### src/sv/apce_pkg.sv
`timescale 1ns / 1ps
// apce_pkg: types, codes and constants for the aux port command exchange
// no dependencies; imported by every module of the block
package apce_pkg;

  localparam int TIMER_BITS = 24;
  localparam int CFG_BITS   = 24;

  localparam logic [CFG_BITS-1:0] TIMEOUT_RESET = CFG_BITS'(500);

  localparam logic [7:0] BYTE_AUX_PREFIX = 8'hd4;
  localparam logic [7:0] BYTE_ACK        = 8'hfa;
  localparam logic [7:0] BYTE_HEADER     = 8'h0a;
  localparam logic [7:0] BYTE_LEN_BAD    = 8'hff;
  localparam logic [7:0] LEN_WITH_PARAM  = 8'd4;
  localparam logic [7:0] PKT_LEN_PARAM   = 8'd2;
  localparam logic [7:0] PKT_LEN_PLAIN   = 8'd1;

  typedef enum logic [1:0] {
    OP_START     = 2'd0,
    OP_TICK      = 2'd1,
    OP_BUF_EMPTY = 2'd2,
    OP_BYTE      = 2'd3
  } op_t;

  typedef enum logic [2:0] {
    PH_IDLE      = 3'd0,
    PH_WAIT_CMD  = 3'd1,
    PH_WAIT_DATA = 3'd2,
    PH_WAIT_ACK  = 3'd3,
    PH_WAIT_RESP = 3'd4
  } phase_t;

  typedef enum logic [1:0] {
    KIND_WRITE = 2'd0,
    KIND_RESP  = 2'd1,
    KIND_FAIL  = 2'd2
  } kind_t;

  typedef enum logic [3:0] {
    FAIL_NONE        = 4'd0,
    FAIL_WRITE_TMO   = 4'd1,
    FAIL_ACK_TMO     = 4'd2,
    FAIL_BAD_ACK     = 4'd3,
    FAIL_RESP_TMO    = 4'd4,
    FAIL_NOT_AUX     = 4'd5,
    FAIL_BAD_HEADER  = 4'd6,
    FAIL_BAD_LENGTH  = 4'd7,
    FAIL_CMD_ECHO    = 4'd8,
    FAIL_PARAM_ECHO  = 4'd9
  } fail_t;

  typedef struct packed {
    op_t        opcode;
    logic [7:0] cmd_code;
    logic [7:0] cmd_param;
    logic       with_param;
    logic [7:0] rx_data;
    logic       rx_from_aux;
  } item_t;

  typedef struct packed {
    kind_t      kind;
    logic       to_command_port;
    logic [7:0] out_byte;
    logic [7:0] resp_index;
    logic       resp_last;
    fail_t      fail_code;
  } res_t;

endpackage

### src/sv/apce_step.sv
`timescale 1ns / 1ps
// apce_step: exchange state and the per-item update logic
// depends on apce_pkg
module apce_step (
  input  logic                                clk,
  input  logic                                rst,
  input  logic                                fire,
  input  apce_pkg::item_t                     item,
  input  logic [apce_pkg::CFG_BITS-1:0]       timeout_ticks,
  output logic                                res_valid,
  output apce_pkg::res_t                      res
);
  import apce_pkg::*;

  phase_t                phase, phase_next;
  logic [1:0]            send_index, send_index_next;
  logic [7:0]            recv_index, recv_index_next;
  logic [7:0]            reply_length, reply_length_next;
  logic [7:0]            held_command, held_command_next;
  logic [7:0]            held_param, held_param_next;
  logic                  held_with_param, held_with_param_next;
  logic [TIMER_BITS-1:0] wait_timer, wait_timer_next;

  logic       timed_out;
  fail_t      tmo_code;
  logic [7:0] packet_byte;
  logic       ack_ok;
  logic       ack_done;
  fail_t      resp_code;
  logic       resp_last;

  // a wait ends on the tick that finds the limit reached, or the timer saturated
  assign timed_out = (32'(wait_timer) >= 32'(timeout_ticks)) || (&wait_timer);

  always_comb begin
    case (phase) inside
      PH_WAIT_ACK:  tmo_code = FAIL_ACK_TMO;
      PH_WAIT_RESP: tmo_code = FAIL_RESP_TMO;
      default:      tmo_code = FAIL_WRITE_TMO;
    endcase
  end

  always_comb begin
    case (send_index)
      2'd0:    packet_byte = BYTE_HEADER;
      2'd1:    packet_byte = held_with_param ? PKT_LEN_PARAM : PKT_LEN_PLAIN;
      2'd2:    packet_byte = held_command;
      default: packet_byte = held_param;
    endcase
  end

  assign ack_ok   = item.rx_from_aux && (item.rx_data == BYTE_ACK);
  assign ack_done = send_index >= (held_with_param ? 2'd3 : 2'd2);

  // response checks, aux source first
  always_comb begin
    if (!item.rx_from_aux) begin
      resp_code = FAIL_NOT_AUX;
    end else if (recv_index == 8'd0 && item.rx_data != BYTE_HEADER) begin
      resp_code = FAIL_BAD_HEADER;
    end else if (recv_index == 8'd1 && (item.rx_data == BYTE_LEN_BAD ||
               (held_with_param && item.rx_data != LEN_WITH_PARAM))) begin
      resp_code = FAIL_BAD_LENGTH;
    end else if (recv_index == 8'd2 && item.rx_data != held_command) begin
      resp_code = FAIL_CMD_ECHO;
    end else if (recv_index == 8'd3 && held_with_param && item.rx_data != held_param) begin
      resp_code = FAIL_PARAM_ECHO;
    end else begin
      resp_code = FAIL_NONE;
    end
  end

  assign resp_last = (recv_index >= 8'd2) &&
                     ({1'b0, recv_index} >= ({1'b0, reply_length} + 9'd1));

  // next phase
  always_comb begin
    phase_next = phase;
    unique case (item.opcode)
      OP_START: begin
        if (phase == PH_IDLE) phase_next = PH_WAIT_CMD;
      end
      OP_TICK: begin
        if (phase != PH_IDLE && timed_out) phase_next = PH_IDLE;
      end
      OP_BUF_EMPTY: begin
        if (phase == PH_WAIT_CMD)       phase_next = PH_WAIT_DATA;
        else if (phase == PH_WAIT_DATA) phase_next = PH_WAIT_ACK;
      end
      OP_BYTE: begin
        if (phase == PH_WAIT_ACK) begin
          if (!ack_ok)       phase_next = PH_IDLE;
          else if (ack_done) phase_next = PH_WAIT_RESP;
          else               phase_next = PH_WAIT_CMD;
        end else if (phase == PH_WAIT_RESP) begin
          if (resp_code != FAIL_NONE || resp_last) phase_next = PH_IDLE;
        end
      end
      default: phase_next = phase;
    endcase
  end

  // result and data registers
  always_comb begin
    res_valid            = 1'b0;
    res                  = '0;
    send_index_next      = send_index;
    recv_index_next      = recv_index;
    reply_length_next    = reply_length;
    held_command_next    = held_command;
    held_param_next      = held_param;
    held_with_param_next = held_with_param;
    wait_timer_next      = wait_timer;
    unique case (item.opcode)
      OP_START: begin
        if (phase == PH_IDLE) begin
          held_command_next    = item.cmd_code;
          held_param_next      = item.cmd_param;
          held_with_param_next = item.with_param;
          send_index_next      = '0;
          recv_index_next      = '0;
          reply_length_next    = '0;
          wait_timer_next      = '0;
        end
      end
      OP_TICK: begin
        if (phase != PH_IDLE) begin
          if (timed_out) begin
            res_valid       = 1'b1;
            res.kind        = KIND_FAIL;
            res.fail_code   = tmo_code;
            wait_timer_next = '0;
          end else begin
            wait_timer_next = wait_timer + TIMER_BITS'(1);
          end
        end
      end
      OP_BUF_EMPTY: begin
        if (phase == PH_WAIT_CMD) begin
          res_valid           = 1'b1;
          res.kind            = KIND_WRITE;
          res.to_command_port = 1'b1;
          res.out_byte        = BYTE_AUX_PREFIX;
          wait_timer_next     = '0;
        end else if (phase == PH_WAIT_DATA) begin
          res_valid       = 1'b1;
          res.kind        = KIND_WRITE;
          res.out_byte    = packet_byte;
          wait_timer_next = '0;
        end
      end
      OP_BYTE: begin
        if (phase == PH_WAIT_ACK) begin
          wait_timer_next = '0;
          if (!ack_ok) begin
            res_valid     = 1'b1;
            res.kind      = KIND_FAIL;
            res.fail_code = FAIL_BAD_ACK;
          end else if (ack_done) begin
            recv_index_next = '0;
          end else begin
            send_index_next = send_index + 2'd1;
          end
        end else if (phase == PH_WAIT_RESP) begin
          wait_timer_next = '0;
          res_valid       = 1'b1;
          if (resp_code != FAIL_NONE) begin
            res.kind      = KIND_FAIL;
            res.fail_code = resp_code;
          end else begin
            res.kind       = KIND_RESP;
            res.out_byte   = item.rx_data;
            res.resp_index = recv_index;
            res.resp_last  = resp_last;
            if (recv_index == 8'd1) reply_length_next = item.rx_data;
            if (!resp_last)         recv_index_next   = recv_index + 8'd1;
          end
        end
      end
      default: res_valid = 1'b0;
    endcase
  end

  always_ff @(posedge clk) begin
    if (rst) begin
      phase           <= PH_IDLE;
      send_index      <= '0;
      recv_index      <= '0;
      reply_length    <= '0;
      held_command    <= '0;
      held_param      <= '0;
      held_with_param <= 1'b0;
      wait_timer      <= '0;
    end else if (fire) begin
      phase           <= phase_next;
      send_index      <= send_index_next;
      recv_index      <= recv_index_next;
      reply_length    <= reply_length_next;
      held_command    <= held_command_next;
      held_param      <= held_param_next;
      held_with_param <= held_with_param_next;
      wait_timer      <= wait_timer_next;
    end
  end

endmodule

### src/sv/apce_outreg.sv
`timescale 1ns / 1ps
// apce_outreg: result register between the update logic and the output channel
// depends on apce_pkg
module apce_outreg (
  input  logic            clk,
  input  logic            rst,
  input  logic            load,
  input  apce_pkg::res_t  res_in,
  output logic            space,
  output logic            out_valid,
  input  logic            out_ready,
  output apce_pkg::res_t  res_q
);
  import apce_pkg::*;

  // free when empty or when the held result leaves this cycle
  assign space = !out_valid || out_ready;

  always_ff @(posedge clk) begin
    if (rst) begin
      out_valid <= 1'b0;
    end else if (load) begin
      out_valid <= 1'b1;
    end else if (out_ready) begin
      out_valid <= 1'b0;
    end
  end

  always_ff @(posedge clk) begin
    if (load) begin
      res_q <= res_in;
    end
  end

endmodule

### src/sv/aux_port_command_exchange.sv
`timescale 1ns / 1ps
// aux_port_command_exchange: host-side command/response sequencer for an aux port device
// depends on apce_pkg, apce_step, apce_outreg
//
//  channel | handshake              | payload
//  --------+------------------------+---------------------------------------------------
//  cfg     | cfg_valid / cfg_ready  | cfg_data (timeout_ticks, 24 bit)
//  in      | in_valid / in_ready    | opcode cmd_code cmd_param with_param rx_data rx_from_aux
//  out     | out_valid / out_ready  | out_kind to_command_port out_byte resp_index
//          |                        | resp_last fail_code
//
// one item per cycle sustained while the result register has room; a transfer in lands in the
// input register, the update logic runs on it once the result register has room, and the
// result (if any) is loaded into the result register and shows on the out channel from there
// synchronous active-high reset returns to idle with timeout_ticks = 500
// the update stage advances only when the result register is free or being
// drained; with out_ready low and a result held, one more item waits in the
// input register and in_ready then drops
module aux_port_command_exchange (
  input  logic                           clk,
  input  logic                           rst,
  // configuration
  input  logic                           cfg_valid,
  output logic                           cfg_ready,
  input  logic [apce_pkg::CFG_BITS-1:0]  cfg_data,
  // input items
  input  logic                           in_valid,
  output logic                           in_ready,
  input  logic [1:0]                     opcode,
  input  logic [7:0]                     cmd_code,
  input  logic [7:0]                     cmd_param,
  input  logic                           with_param,
  input  logic [7:0]                     rx_data,
  input  logic                           rx_from_aux,
  // result items
  output logic                           out_valid,
  input  logic                           out_ready,
  output logic [1:0]                     out_kind,
  output logic                           to_command_port,
  output logic [7:0]                     out_byte,
  output logic [7:0]                     resp_index,
  output logic                           resp_last,
  output logic [3:0]                     fail_code
);
  import apce_pkg::*;

  logic [CFG_BITS-1:0] timeout_ticks;
  logic                item_valid;
  item_t               item_q;
  logic                fire;
  logic                space;
  logic                res_valid;
  res_t                res;
  res_t                res_q;

  // configuration register, always ready
  assign cfg_ready = 1'b1;

  always_ff @(posedge clk) begin
    if (rst) begin
      timeout_ticks <= TIMEOUT_RESET;
    end else if (cfg_valid) begin
      timeout_ticks <= cfg_data;
    end
  end

  // input register; the update stage fires whenever it holds an item and the
  // result register has room, whether or not the item makes a result
  assign fire     = item_valid && space;
  assign in_ready = !item_valid || fire;

  always_ff @(posedge clk) begin
    if (rst) begin
      item_valid <= 1'b0;
    end else if (in_valid && in_ready) begin
      item_valid <= 1'b1;
    end else if (fire) begin
      item_valid <= 1'b0;
    end
  end

  always_ff @(posedge clk) begin
    if (in_valid && in_ready) begin
      item_q.opcode      <= op_t'(opcode);
      item_q.cmd_code    <= cmd_code;
      item_q.cmd_param   <= cmd_param;
      item_q.with_param  <= with_param;
      item_q.rx_data     <= rx_data;
      item_q.rx_from_aux <= rx_from_aux;
    end
  end

  // exchange state and per-item update
  apce_step u_step (
    .clk           (clk),
    .rst           (rst),
    .fire          (fire),
    .item          (item_q),
    .timeout_ticks (timeout_ticks),
    .res_valid     (res_valid),
    .res           (res)
  );

  // result register
  apce_outreg u_outreg (
    .clk       (clk),
    .rst       (rst),
    .load      (fire && res_valid),
    .res_in    (res),
    .space     (space),
    .out_valid (out_valid),
    .out_ready (out_ready),
    .res_q     (res_q)
  );

  assign out_kind        = res_q.kind;
  assign to_command_port = res_q.to_command_port;
  assign out_byte        = res_q.out_byte;
  assign resp_index      = res_q.resp_index;
  assign resp_last       = res_q.resp_last;
  assign fail_code       = res_q.fail_code;

endmodule

### config.mk
export PLATFORM = sky130hd
export DESIGN_NAME = aux_port_command_exchange
export DESIGN_NICKNAME = d
export VERILOG_FILES = /design/src/sv/apce_pkg.sv /design/src/sv/apce_step.sv /design/src/sv/apce_outreg.sv /design/src/sv/aux_port_command_exchange.sv
export SDC_FILE = /design/constraint.sdc
export NUM_CORES = 1
export LEC_CHECK = 0
export BUFFER_PORTS_ARGS = -buffer_cell sky130_fd_sc_hd__buf_2
export CELL_PAD_IN_SITES_DETAIL_PLACEMENT = 0
export CELL_PAD_IN_SITES_GLOBAL_PLACEMENT = 2
export CORE_AREA = 10 10 159 161
export DETAILED_ROUTE_END_ITERATION = 16
export DIE_AREA = 0 0 169 171
export PLACE_DENSITY_LB_ADDON = 0.1
export SETUP_SLACK_MARGIN = 0.02
export SYNTH_ARGS = -nofsm -noshare
export SYNTH_HDL_FRONTEND = slang
export SYNTH_SLANG_ARGS = --single-unit
### constraint.sdc
create_clock -name clk -period 2.6 [get_ports clk]
set_clock_uncertainty 0.15 [all_clocks]
set_input_delay 0.26 -clock clk [delete_from_list [all_inputs] [get_ports clk]]
set_output_delay 0.26 -clock clk [all_outputs]
set_load 0.02 [all_outputs]
==> impl_table.tex, run 1 <==
\begin{tabular}{lr}
\hline
Metric & Value \\
\hline
\multicolumn{2}{l}{\textbf{Routing}} \\
\quad Antenna viol nets, final & 0 \\
\quad Wire per inst & 16.2 µm \\
\quad First drt pass iteration count & 4 \\
\quad Vias per cell & 4.87 \\
\quad Number of DRC violations after detailed-routing iteration 0 & around 240 \\
\quad DRC violations left & 0 \\
\quad Routed wire length & 21.0 mm \\
\quad Vias after detailed routing & 6299 \\
\multicolumn{2}{l}{\textbf{Finish}} \\
\quad Diode insertion count for antenna repair & 0 \\
\quad Share of post-route cells with drive strength above 1 & 35.6\% \\
\quad Number of nets in the finished design & 1100 \\
\quad Fillcell total & 2160 \\
\quad Layout overhead on the synthesized area & 43.5\% \\
\quad Utilization of the core after routing & between 40\% and 50\% \\
\multicolumn{2}{l}{\textbf{Run status}} \\
\quad Status & finished with violations \\
\quad Violations in the final reports & setup timing \\
\multicolumn{2}{l}{\textbf{Power and ir drop}} \\
\quad P per Cell Area & 520 mW/mm² \\
\quad Leak pwr & 4.16 nW \\
\quad Maximum resistive drop on vdd & 385 µV \\
\multicolumn{2}{l}{\textbf{Setup path}} \\
\quad Worst R2R Start & u\_step.reply\_length[1] \\
\quad Largest delay share family, worst path & compound AO/OA/AOI/OAI gates \\
\quad Type of element capturing the critical path & flop \\
\quad Cell chain of the critical path & ha\_4, nand4\_1, xor2\_1, ha\_1, nand4\_1, nand3\_1, a31oi\_1, a311o\_2, and3\_4, a31oi\_4, mux2\_4 \\
\quad Max FO, Critical Path & 4 \\
\quad Critical Path Start Type & flop \\
\quad Data arrival time of the critical path & 2.92 ns \\
\quad Category of the critical setup timing path & reg -> reg \\
\quad Slowest cell delay on critical path & between 0.3 and 0.4 ns \\
\quad Register-to-register setup slack & -0.17 ns \\
\quad CP required & 2.76 ns \\
\quad Critical path's slowest cell & a311o\_2 \\
\quad Most repeated library cell on the critical path & nand4\_1 \\
\quad Worst reg2reg path endpoint & u\_step.phase[0] \\
\quad Number of buffer and inverter stages on the critical path & 0 \\
\quad Worst R2R Path Depth & 11 \\
\multicolumn{2}{l}{\textbf{Floorplan}} \\
\quad Die area & 0.0289 mm² \\
\quad Die span in x & between 150 and 200 µm \\
\quad Row cnt & 55 \\
\quad Height of the chip & 171 µm \\
\quad Starting density of the core & 33.1\% \\
\quad I/O Pins & 84 \\
\quad Core Region & approximately 0.022 mm² \\
\multicolumn{2}{l}{\textbf{Synth}} \\
\quad Commonest cells in the synthesized netlist & dfxtp\_1, nand2\_1, nor2\_1 \\
\quad Synth area leader & dfxtp\_1 \\
\quad Mean Syn Cell Area & about 9.8 µm² \\
\quad Dominant cells by area after synthesis & dfxtp\_1, edfxtp\_1, ha\_1 \\
\quad Number of cells produced by synthesis & roughly 750 \\
\quad Number of distinct library cells after synthesis & 84 \\
\quad Syn. warnings & 0 \\
\quad Net count after synthesis & 859 \\
\quad Post-synthesis register bit count & 140 \\
\quad Sequential share of the synthesized area & 45.2\% \\
\quad Top FF cell, synth & dfxtp\_1 \\
\quad EDFF count, synth & 52 \\
\quad Synthesized area & 0.00736 mm² \\
\quad Async set-reset flop share out of synthesis & 0\% \\
\quad Synth top area share & 23.9\% \\
\multicolumn{2}{l}{\textbf{Placed design}} \\
\quad Global placer's final weighted congestion & 0.818 \\
\quad Hpwl dp & about 15 mm \\
\quad Number of input and output port buffers inserted & roughly 80 \\
\multicolumn{2}{l}{\textbf{Timing}} \\
\quad Post-layout worst setup margin & -0.166 ns \\
\quad Unrepaired setup endpoints after global routing & yes \\
\quad Slew headroom & between 40\% and 50\% \\
\quad Final hold violation count & 0 \\
\quad Transition time of the tightest slew-check pin & between 0.7 and 0.8 ns \\
\quad Number of pins exceeding their max-slew limit in the final report & 0 \\
\quad Ratio of final minimum period to clock period & 106\% \\
\quad Final number of setup-violating endpoints & 35 \\
\quad Final worst hold slack & 0.0778 ns \\
\quad Max Fclk & around 0.36 GHz \\
\quad Final Critical Period & 2.77 ns \\
\multicolumn{2}{l}{\textbf{Global route}} \\
\quad Initial antenna violation count & 0 \\
\quad Via count of the first global-routing pass & roughly 6600 \\
\quad Remaining global-route overflow & 0 \\
\quad Maximum number of pins on one net before global-route repair & 42 \\
\quad Aggregate global-route resource usage & approximately 14\% \\
\quad First-pass GRT wire length & 33.5 mm \\
\multicolumn{2}{l}{\textbf{Job}} \\
\quad Count of max-cap constraint violations & 0 \\
\multicolumn{2}{l}{\textbf{Clock network}} \\
\quad Insertion delay to the later sink of the worst-skew pair & 0.43 ns \\
\quad CTS H-tree depth & 4 \\
\quad Total clock sinks & 140 \\
\quad Number of buffers between clock root and the deepest sink & 2 \\
\quad Clock transition at the registers of the reported paths & 0.07 ns \\
\quad CTS tree & done \\
\quad Cts bufs inserted & 17 \\
\quad CTS root buf & clkbuf\_16 \\
\multicolumn{2}{l}{\textbf{Worst hold path}} \\
\quad Number of cells traversed by the worst hold path & 2 \\
\quad Hold path startpoint & rst \\
\quad Hold Path End & timeout\_ticks[0] \\
\quad Class of the tightest hold or removal check & in -> reg \\
\hline
\end{tabular}
==> worst max-delay path by stage <==
| stage | cells past startpoint | slack (ns) | start | end |
|---|---|---|---|---|
| 4_1_cts | 11 | -0.11 | u_step.reply_length[0] | u_step.phase[0] |
| 5_1_grt | 11 | -0.25 | u_step.reply_length[1] | u_step.recv_index[7] |
| 3_3_place_gp | 9 | -0.19 | timeout_ticks[5] | u_outreg.res_q[9] |
| 3_5_place_dp | 9 | -0.31 | timeout_ticks[5] | u_outreg.res_q[2] |
| 6_report | 11 | -0.17 | u_step.reply_length[1] | u_step.phase[0] |
| 2_1_floorplan | 11 | -0.05 | u_step.reply_length[1] | u_step.phase[0] |
==> cell usage in the layout, fill, tap and decap left out, types with 4 or more instances in the layout <==
cell type	synthesis	final
and4_1	6	6
nor2_4	0	8
nor2_1	74	56
ha_4	0	13
inv_1	46	37
nor4_2	1	5
xnor2_1	27	26
edfxtp_1	52	52
dlygate4sd3_1	0	53
nand2_1	88	86
nand4_1	16	16
a31oi_1	9	9
inv_2	0	9
a221o_1	5	5
nand3_1	24	21
xor2_1	18	18
nand3_2	3	4
dfxtp_2	0	20
and2_1	13	12
o211ai_1	9	9
a21oi_2	0	5
and3_1	8	8
buf_2	3	82
o21ai_0	19	15
inv_8	0	4
clkbuf_16	0	19
buf_6	6	6
ha_1	48	34
nor2_2	1	11
a21oi_1	37	32
nor3_1	17	13
nand2b_1	5	4
dfxtp_1	88	67
buf_4	1	101
mux2i_1	28	28
==> kinds of logic after synthesis <==
family,after synthesis,synth area share (%)
compound gates,122,11.9
xor+xnor,45,5.36
fa+ha+maj,48,8.16
buf+inv,74,4.90
flops,140,45.2
mux,30,4.17
other cells,1,0.0510
simple gates,294,20.3
==> per-layer routing <==
metal | GRT usage (%) | share of wire (%) | up-vias
li1 | - | - | 3179
met1 | 17.0 | 44 | 2999
met2 | 25.4 | 51 | 100
met3 | 2.96 | 3.5 | 21
met4 | 4.99 | 1.6 | 0
met5 | 0 | 0 | -
==> per-stage QoR <==
stage	instances	TNS [ns]	total power [W]	instance area [µm²]	worst slack [ns]
6_report	1293	-2.36	0.00549	10600	-0.166
5_1_grt	1293	-6.62	0.00571	10600	-0.253
4_1_cts	1285	-2.27	0.00550	10200	-0.111
3_5_place_dp	1191	-8.85	0.00291	8740	-0.306
3_3_place_gp	1191	-5.21	0.00291	8740	-0.193
2_1_floorplan	754	-0.0535	0.00272	7390	-0.0535
==> area by class of cell <==
type | count | area, µm² | share of cell area (%)
well taps | 285 | 357 | 3.38
repair buffers | 247 | 1880 | 17.8
clock inverters | 15 | 174 | 1.65
clock buffers | 17 | 425 | 4.03
multi-input cells | 543 | 4200 | 39.8
inverters | 46 | 173 | 1.64
flip-flops and latches | 140 | 3350 | 31.7
==> power by group <==
group	total [W]	internal (W)	switching [W]
Combinational	0.000611	0.000309	0.000302
Sequential	0.00241	0.00234	0.0000634
Clock	0.00247	0.00137	0.00110
==> flip-flops by register name, indices dropped and copies added (netlist names) <==
name	flops
item_q	28
item_valid	1
timeout_ticks	24
u_outreg.out_valid	1
u_outreg.res_q	24
u_step.held_command	8
u_step.held_param	8
u_step.held_with_param	1
u_step.phase	3
u_step.recv_index	8
u_step.reply_length	8
u_step.send_index	2
u_step.wait_timer	24
==> repair_timing <==
item                                    CTS  global route
buffers inserted                          6             6
hold buffers                             53             0
endpoints found under the setup margin   64            88
endpoints found under the hold margin    53             0
pin swaps                                16            27
cloned                                    3             3
resized for setup                        47            73
(Power assumes the default switching activity.)
==> run 2, diff against run 1 <==
- RECOVER_POWER: default -> 50
==> impl_table.tex, run 2 (synthesized netlist as in run 1, its figures left out) <==
\begin{tabular}{lr}
\hline
Metric & Value \\
\hline
\multicolumn{2}{l}{\textbf{Power and ir drop}} \\
\quad Maximum resistive drop on vdd & 386 µV (was 385 µV) \\
\quad Leak pwr & 4.06 nW (was 4.16 nW) \\
\quad P per Cell Area & 522 mW/mm² (was 520 mW/mm²) \\
\multicolumn{2}{l}{\textbf{Floorplan}} \\
\quad Die area & 0.0289 mm² (unchanged) \\
\quad Height of the chip & 171 µm (unchanged) \\
\quad Starting density of the core & 33.1\% (unchanged) \\
\quad Die span in x & 169 µm (unchanged) \\
\quad Core Region & 0.0222 mm² (unchanged) \\
\quad Row cnt & 55 (unchanged) \\
\quad I/O Pins & 84 (unchanged) \\
\multicolumn{2}{l}{\textbf{Clock network}} \\
\quad Insertion delay to the later sink of the worst-skew pair & 0.43 ns (about the same) \\
\quad Number of buffers between clock root and the deepest sink & 2 (unchanged) \\
\quad Cts bufs inserted & 17 (unchanged) \\
\quad Clock transition at the registers of the reported paths & 0.07 ns (about the same) \\
\quad CTS H-tree depth & 4 (unchanged) \\
\quad CTS root buf & clkbuf\_16 (unchanged) \\
\quad CTS tree & done (unchanged) \\
\quad Total clock sinks & 140 (unchanged) \\
\multicolumn{2}{l}{\textbf{Finish}} \\
\quad Leading cell type in the layout, fill and taps excluded & buf\_4 (unchanged) \\
\quad Register with the highest flop count & item\_q (unchanged) \\
\quad Fillcell total & 2169 (was 2160) \\
\quad Diode insertion count for antenna repair & 0 (unchanged) \\
\quad Flip-flop count of the largest register after layout & 28 (unchanged) \\
\quad Share of post-route cells with drive strength above 1 & 32.4\% (was 35.6\%) \\
\quad Highest-count cells in the layout ignoring fill and taps & buf\_4, nand2\_1, dfxtp\_1 (was buf\_4, nand2\_1, buf\_2) \\
\quad Flip-flop and latch area & 0.00335 mm² (unchanged) \\
\quad Utilization of the core after routing & 47.3\% (was 47.5\%) \\
\quad Area taken by multi-input logic gates & 0.00420 mm² (unchanged) \\
\quad Layout overhead on the synthesized area & 42.9\% (was 43.5\%) \\
\quad Number of nets in the finished design & 1100 (unchanged) \\
\multicolumn{2}{l}{\textbf{Routing}} \\
\quad Amount of wire on met2 after detailed routing & 10.7 mm (about the same) \\
\quad Vias after detailed routing & 6279 (was 6299) \\
\quad Vias per cell & 4.86 (was 4.87) \\
\quad Wire per inst & 16.3 µm (was 16.2 µm) \\
\quad Routed wire length & 21.0 mm (about the same) \\
\quad Number of DRC violations after detailed-routing iteration 0 & 246 (was 239) \\
\quad First drt pass iteration count & 4 (unchanged) \\
\quad Length of routed wiring on met1 & 9.32 mm (was 9.24 mm) \\
\quad Antenna viol nets, final & 0 (unchanged) \\
\quad DRC violations left & 0 (unchanged) \\
\quad Total length of routed met3 wires & 715 µm (was 735 µm) \\
\quad Highest signal layer in the routed design & met4 (unchanged) \\
\multicolumn{2}{l}{\textbf{Timing}} \\
\quad Ratio of final minimum period to clock period & 106\% (about the same) \\
\quad Final number of setup-violating endpoints & 35 (unchanged) \\
\quad Final worst hold slack & 0.0755 ns (was 0.0778 ns) \\
\quad Max Fclk & 0.361 GHz (about the same) \\
\quad Final hold violation count & 0 (unchanged) \\
\quad Post-layout worst setup margin & -0.168 ns (was -0.166 ns) \\
\quad Transition time of the tightest slew-check pin & 1.82 ns (was 0.757 ns) \\
\quad Final Critical Period & 2.77 ns (about the same) \\
\quad Slew headroom & -21.6\% (was 49.5\%) \\
\quad Number of pins exceeding their max-slew limit in the final report & 31 (was 0) \\
\quad Unrepaired setup endpoints after global routing & yes (unchanged) \\
\multicolumn{2}{l}{\textbf{Setup path}} \\
\quad Category of the critical setup timing path & reg -> reg (unchanged) \\
\quad Source of the critical timing path & u\_step.reply\_length[1] (unchanged) \\
\quad Critical Path Start Type & flop (unchanged) \\
\quad Data arrival time of the critical path & 2.93 ns (was 2.92 ns) \\
\quad Worst R2R Start & u\_step.reply\_length[1] (unchanged) \\
\quad CP required & 2.76 ns (about the same) \\
\quad Type of element capturing the critical path & flop (unchanged) \\
\quad Max FO, Critical Path & 4 (unchanged) \\
\multicolumn{2}{l}{\textbf{Global route}} \\
\quad First-pass GRT wire length & 33.5 mm (unchanged) \\
\quad Maximum number of pins on one net before global-route repair & 42 (unchanged) \\
\quad Aggregate global-route resource usage & 14.4\% (unchanged) \\
\quad Via count of the first global-routing pass & 6577 (unchanged) \\
\quad Initial antenna violation count & 0 (unchanged) \\
\quad Remaining global-route overflow & 0 (unchanged) \\
\multicolumn{2}{l}{\textbf{Run status}} \\
\quad Status & finished with violations (unchanged) \\
\quad Violations in the final reports & capacitance limit, slew limit, setup timing (was setup timing) \\
\multicolumn{2}{l}{\textbf{Worst hold path}} \\
\quad Class of the tightest hold or removal check & in -> reg (unchanged) \\
\quad Hold path startpoint & rst (unchanged) \\
\multicolumn{2}{l}{\textbf{Job}} \\
\quad Count of max-cap constraint violations & 1 (was 0) \\
\multicolumn{2}{l}{\textbf{Placed design}} \\
\quad Hpwl dp & 14.9 mm (unchanged) \\
\quad Number of input and output port buffers inserted & 82 (unchanged) \\
\quad Global placer's final weighted congestion & 0.818 (unchanged) \\
\quad Setup WS pre-CTS & -0.306 ns (unchanged) \\
\hline
\end{tabular}
-- run 2: changes by cell type in the layout (fill, tap and decap cells not counted) --
cell / change
buf_2: -31
clkbuf_1: +32
buf_4: -2
clkbuf_2: +1
and2_1: -1
and2_0: +1
-- run 2: final timing paths --
| path | end | slack [ns] | cells past startpoint |
|---|---|---|---|
| worst max-delay path | u_step.phase[0] | -0.17 | 11 |
| worst max register to register | u_step.phase[0] | -0.17 | 11 |
| worst min register to register | timeout_ticks[23] | 0.34 | 2 |
| worst min-delay path | timeout_ticks[0] | 0.08 | 2 |
-- run 2: metal layers --
metal	global-route usage [%]	vias up
met5	0	-
met4	4.99	0
met3	2.96	22
met2	25.4	92
met1	17.0	2987
li1	-	3178
-- run 2: cell type report --
cell class,instances,share of cell area (%)
well taps,285,3.39
clock inverters,15,1.65
inverters,46,1.64
flip-flops and latches,140,31.9
clock buffers,17,4.05
repair buffers,247,17.4
multi-input cells,543,40.0
-- run 2: power by group --
| part | switching [W] | internal, W | leakage (nW) |
|---|---|---|---|
| logic | 0.000302 | 0.000309 | 2.55 |
| clock network | 0.00110 | 0.00137 | 0.292 |
| registers | 0.0000636 | 0.00234 | 1.22 |
| total | 0.00147 | 0.00402 | 4.06 |
-- run 2: timing repair --
action                                  4_1_cts  5_1_grt
gates cloned                                  3        3
buffers inserted                              6        6
resized for setup                            47       73
endpoints found under the setup margin       64       88
endpoints found under the hold margin        53        0
pin swaps                                    16       27
hold buffers                                 53        0
-- run 2: worst max-delay path: stages, from the launching register on --
cell     delay (ns)
dfxtp_4        0.36
ha_4           0.15
nand4_1        0.11
xor2_1         0.19
ha_1           0.35
nand4_1        0.11
nand3_1        0.12
a31oi_1        0.05
a311o_2        0.37
and3_4         0.19
a31oi_4        0.18
mux2_4         0.31
-- run 2: stage by stage --
step | TNS, ns | total power [W] | std cells | area (µm²)
finish | -2.39 | 0.00549 | 1293 | 10500
global route | -6.62 | 0.00571 | 1293 | 10500
CTS | -2.27 | 0.00550 | 1285 | 10200
detailed placement | -8.85 | 0.00291 | 1191 | 8740
global placement | -5.21 | 0.00291 | 1191 | 8740
floorplan | -0.0535 | 0.00272 | 754 | 7390
==> run 3, diff against run 2 <==
- GPL_TIMING_DRIVEN: default -> 0
==> impl_table.tex, run 3 (synthesized netlist as in run 1, its figures left out) <==
\begin{tabular}{lr}
\hline
Metric & Value \\
\hline
\multicolumn{2}{l}{\textbf{Global route}} \\
\quad Via count of the first global-routing pass & 6395 (was 6577) \\
\quad Initial antenna violation count & 0 (unchanged) \\
\quad Remaining global-route overflow & 0 (unchanged) \\
\quad Aggregate global-route resource usage & 14.7\% (was 14.4\%) \\
\quad Maximum number of pins on one net before global-route repair & 29 (was 42) \\
\quad First-pass GRT wire length & 33.7 mm (was 33.5 mm) \\
\multicolumn{2}{l}{\textbf{Run status}} \\
\quad Status & finished with violations (unchanged) \\
\quad Violations in the final reports & setup timing (was capacitance limit, slew limit, setup timing) \\
\multicolumn{2}{l}{\textbf{Setup path}} \\
\quad Category of the critical setup timing path & reg -> reg (unchanged) \\
\quad Type of element capturing the critical path & flop (unchanged) \\
\quad Register-to-register setup slack & -0.12 ns (was -0.17 ns) \\
\quad Data arrival time of the critical path & 2.72 ns (was 2.93 ns) \\
\quad Max FO, Critical Path & 6 (was 4) \\
\quad Critical Path Start Type & flop (unchanged) \\
\quad CP required & 2.60 ns (was 2.76 ns) \\
\multicolumn{2}{l}{\textbf{Placed design}} \\
\quad Number of input and output port buffers inserted & 81 (was 82) \\
\quad Hpwl dp & 14.9 mm (about the same) \\
\quad Number of placed cells counting well taps & 1120 (was 1191) \\
\quad Setup WS pre-CTS & -0.645 ns (was -0.306 ns) \\
\quad Global placer's final weighted congestion & 0.834 (was 0.818) \\
\multicolumn{2}{l}{\textbf{Routing}} \\
\quad Vias after detailed routing & 6180 (was 6279) \\
\quad Vias per cell & 4.96 (was 4.86) \\
\quad Antenna viol nets, final & 0 (unchanged) \\
\quad Number of DRC violations after detailed-routing iteration 0 & 352 (was 246) \\
\quad First drt pass iteration count & 4 (unchanged) \\
\quad Wire per inst & 17.1 µm (was 16.3 µm) \\
\quad DRC violations left & 0 (unchanged) \\
\quad Routed wire length & 21.3 mm (was 21.0 mm) \\
\multicolumn{2}{l}{\textbf{Finish}} \\
\quad Highest-count cells in the layout ignoring fill and taps & nand2\_1, dfxtp\_1, nor2\_1 (was buf\_4, nand2\_1, dfxtp\_1) \\
\quad Layout overhead on the synthesized area & 39.1\% (was 42.9\%) \\
\quad Final cell count without fillers & 1247 (was 1293) \\
\quad Flip-flop count of the largest register after layout & 28 (unchanged) \\
\quad Register with the highest flop count & item\_q (unchanged) \\
\quad Leading cell type in the layout, fill and taps excluded & nand2\_1 (was buf\_4) \\
\quad Fillcell total & 2152 (was 2169) \\
\quad Diode insertion count for antenna repair & 0 (unchanged) \\
\quad Number of nets in the finished design & 1054 (was 1100) \\
\quad Share of post-route cells with drive strength above 1 & 28.5\% (was 32.4\%) \\
\multicolumn{2}{l}{\textbf{Floorplan}} \\
\quad Die area & 0.0289 mm² (unchanged) \\
\quad Starting density of the core & 33.1\% (unchanged) \\
\quad Core Region & 0.0222 mm² (unchanged) \\
\quad I/O Pins & 84 (unchanged) \\
\quad Row cnt & 55 (unchanged) \\
\quad Height of the chip & 171 µm (unchanged) \\
\quad Die span in x & 169 µm (unchanged) \\
\multicolumn{2}{l}{\textbf{Timing}} \\
\quad Final hold violation count & 0 (unchanged) \\
\quad Transition time of the tightest slew-check pin & 1.33 ns (was 1.82 ns) \\
\quad Slew headroom & 11.0\% (was -21.6\%) \\
\quad Unrepaired setup endpoints after global routing & yes (unchanged) \\
\quad Max Fclk & 0.368 GHz (was 0.361 GHz) \\
\quad Number of pins exceeding their max-slew limit in the final report & 0 (was 31) \\
\quad Final number of setup-violating endpoints & 54 (was 35) \\
\quad Post-layout worst setup margin & -0.120 ns (was -0.168 ns) \\
\quad Ratio of final minimum period to clock period & 105\% (was 106\%) \\
\quad Final Critical Period & 2.72 ns (was 2.77 ns) \\
\multicolumn{2}{l}{\textbf{Clock network}} \\
\quad Clock transition at the registers of the reported paths & 0.07 ns (about the same) \\
\quad Total clock sinks & 140 (unchanged) \\
\quad Cts bufs inserted & 17 (unchanged) \\
\quad CTS H-tree depth & 4 (unchanged) \\
\quad CTS root buf & clkbuf\_16 (unchanged) \\
\quad Number of buffers between clock root and the deepest sink & 2 (unchanged) \\
\quad CTS tree & done (unchanged) \\
\quad Insertion delay to the later sink of the worst-skew pair & 0.43 ns (about the same) \\
\multicolumn{2}{l}{\textbf{Power and ir drop}} \\
\quad P per Cell Area & 538 mW/mm² (was 522 mW/mm²) \\
\quad Leak pwr & 3.79 nW (was 4.06 nW) \\
\quad Maximum resistive drop on vdd & 353 µV (was 386 µV) \\
\multicolumn{2}{l}{\textbf{Worst hold path}} \\
\quad Class of the tightest hold or removal check & in -> reg (unchanged) \\
\multicolumn{2}{l}{\textbf{Job}} \\
\quad Count of max-cap constraint violations & 0 (was 1) \\
\hline
\end{tabular}
run 3: changes by cell type in the layout (fill, tap and decap cells not counted), moves of 4 or more:
cell      before  now
buf_4         99   24
clkbuf_1      32   46
dfxtp_4        1    6
buf_6          6   17
ha_1          34   38
ha_4          13    9
dfxtp_1       67   63
run 3: worst paths after layout:
| kind | startpoint | endpoint | cells after the start |
|---|---|---|---|
| worst max-delay path | timeout_ticks[9] | u_outreg.res_q[8] | 10 |
| worst max register to register | timeout_ticks[9] | u_outreg.res_q[8] | 10 |
| worst min-delay path | out_ready | item_valid | 4 |
| worst min register to register | u_step.held_command[1] | u_step.held_command[1] | 2 |
run 3: worst max-delay path, stage by stage, from the launching register on:
cell and delay, ns:
dfxtp_2 0.33, inv_2 0.04, ha_4 0.25, nand4_1 0.13, buf_4 0.17, a2111oi_4 0.36, a211o_4 0.21, a31oi_4 0.11
o21bai_4 0.18, and4b_4 0.34, buf_12 0.15
run 3: routing by layer:
| layer | vias up | wire (µm) | track usage, % |
|---|---|---|---|
| li1 | 3075 | - | - |
| met1 | 2993 | 9380 | 17.4 |
| met2 | 91 | 10900 | 25.8 |
| met3 | 21 | 728 | 3.07 |
| met4 | 0 | 310 | 5.03 |
| met5 | - | 0 | 0 |
run 3: per-stage QoR:
step	hold slack, ns	instance area, µm²	setup TNS (ns)	util [%]	total power, W
after floorplan	0.209	7390	-0.0535	-	0.00272
after global placement	0.288	8150	-22.76	36.7	0.00287
after detailed placement	0.288	8150	-24.84	36.7	0.00288
after CTS	0.0692	9860	-3.42	44.3	0.00552
after global routing	0.104	10200	-11.12	46.0	0.00572
final	0.0685	10200	-4.83	46.0	0.00550
run 3: what timing repair did:
action	CTS	global route
hold buffers	53	0
hold endpoints to repair	53	0
pin swaps	37	26
endpoints found under the setup margin	79	87
gates resized for setup	74	77
gates cloned	3	2
setup buffers	30	8
run 3: cell type report:
| type | count | area, µm² | area share [%] |
|---|---|---|---|
| Sequential cell | 140 | 3370 | 32.9 |
| Clock buffer | 17 | 425 | 4.16 |
| Clock inverter | 15 | 173 | 1.69 |
| Buffer | 27 | 185 | 1.81 |
| Inverter | 46 | 173 | 1.69 |
| Tap cell | 285 | 357 | 3.49 |
| Multi-Input combinational cell | 542 | 4210 | 41.2 |
| Timing Repair Buffer | 175 | 1340 | 13.1 |
run 3: report_power, final:
group | switching [W] | internal [W] | leakage (nW)
logic | 0.000316 | 0.000285 | 2.27
registers | 0.0000534 | 0.00234 | 1.23
clock network | 0.00113 | 0.00138 | 0.296
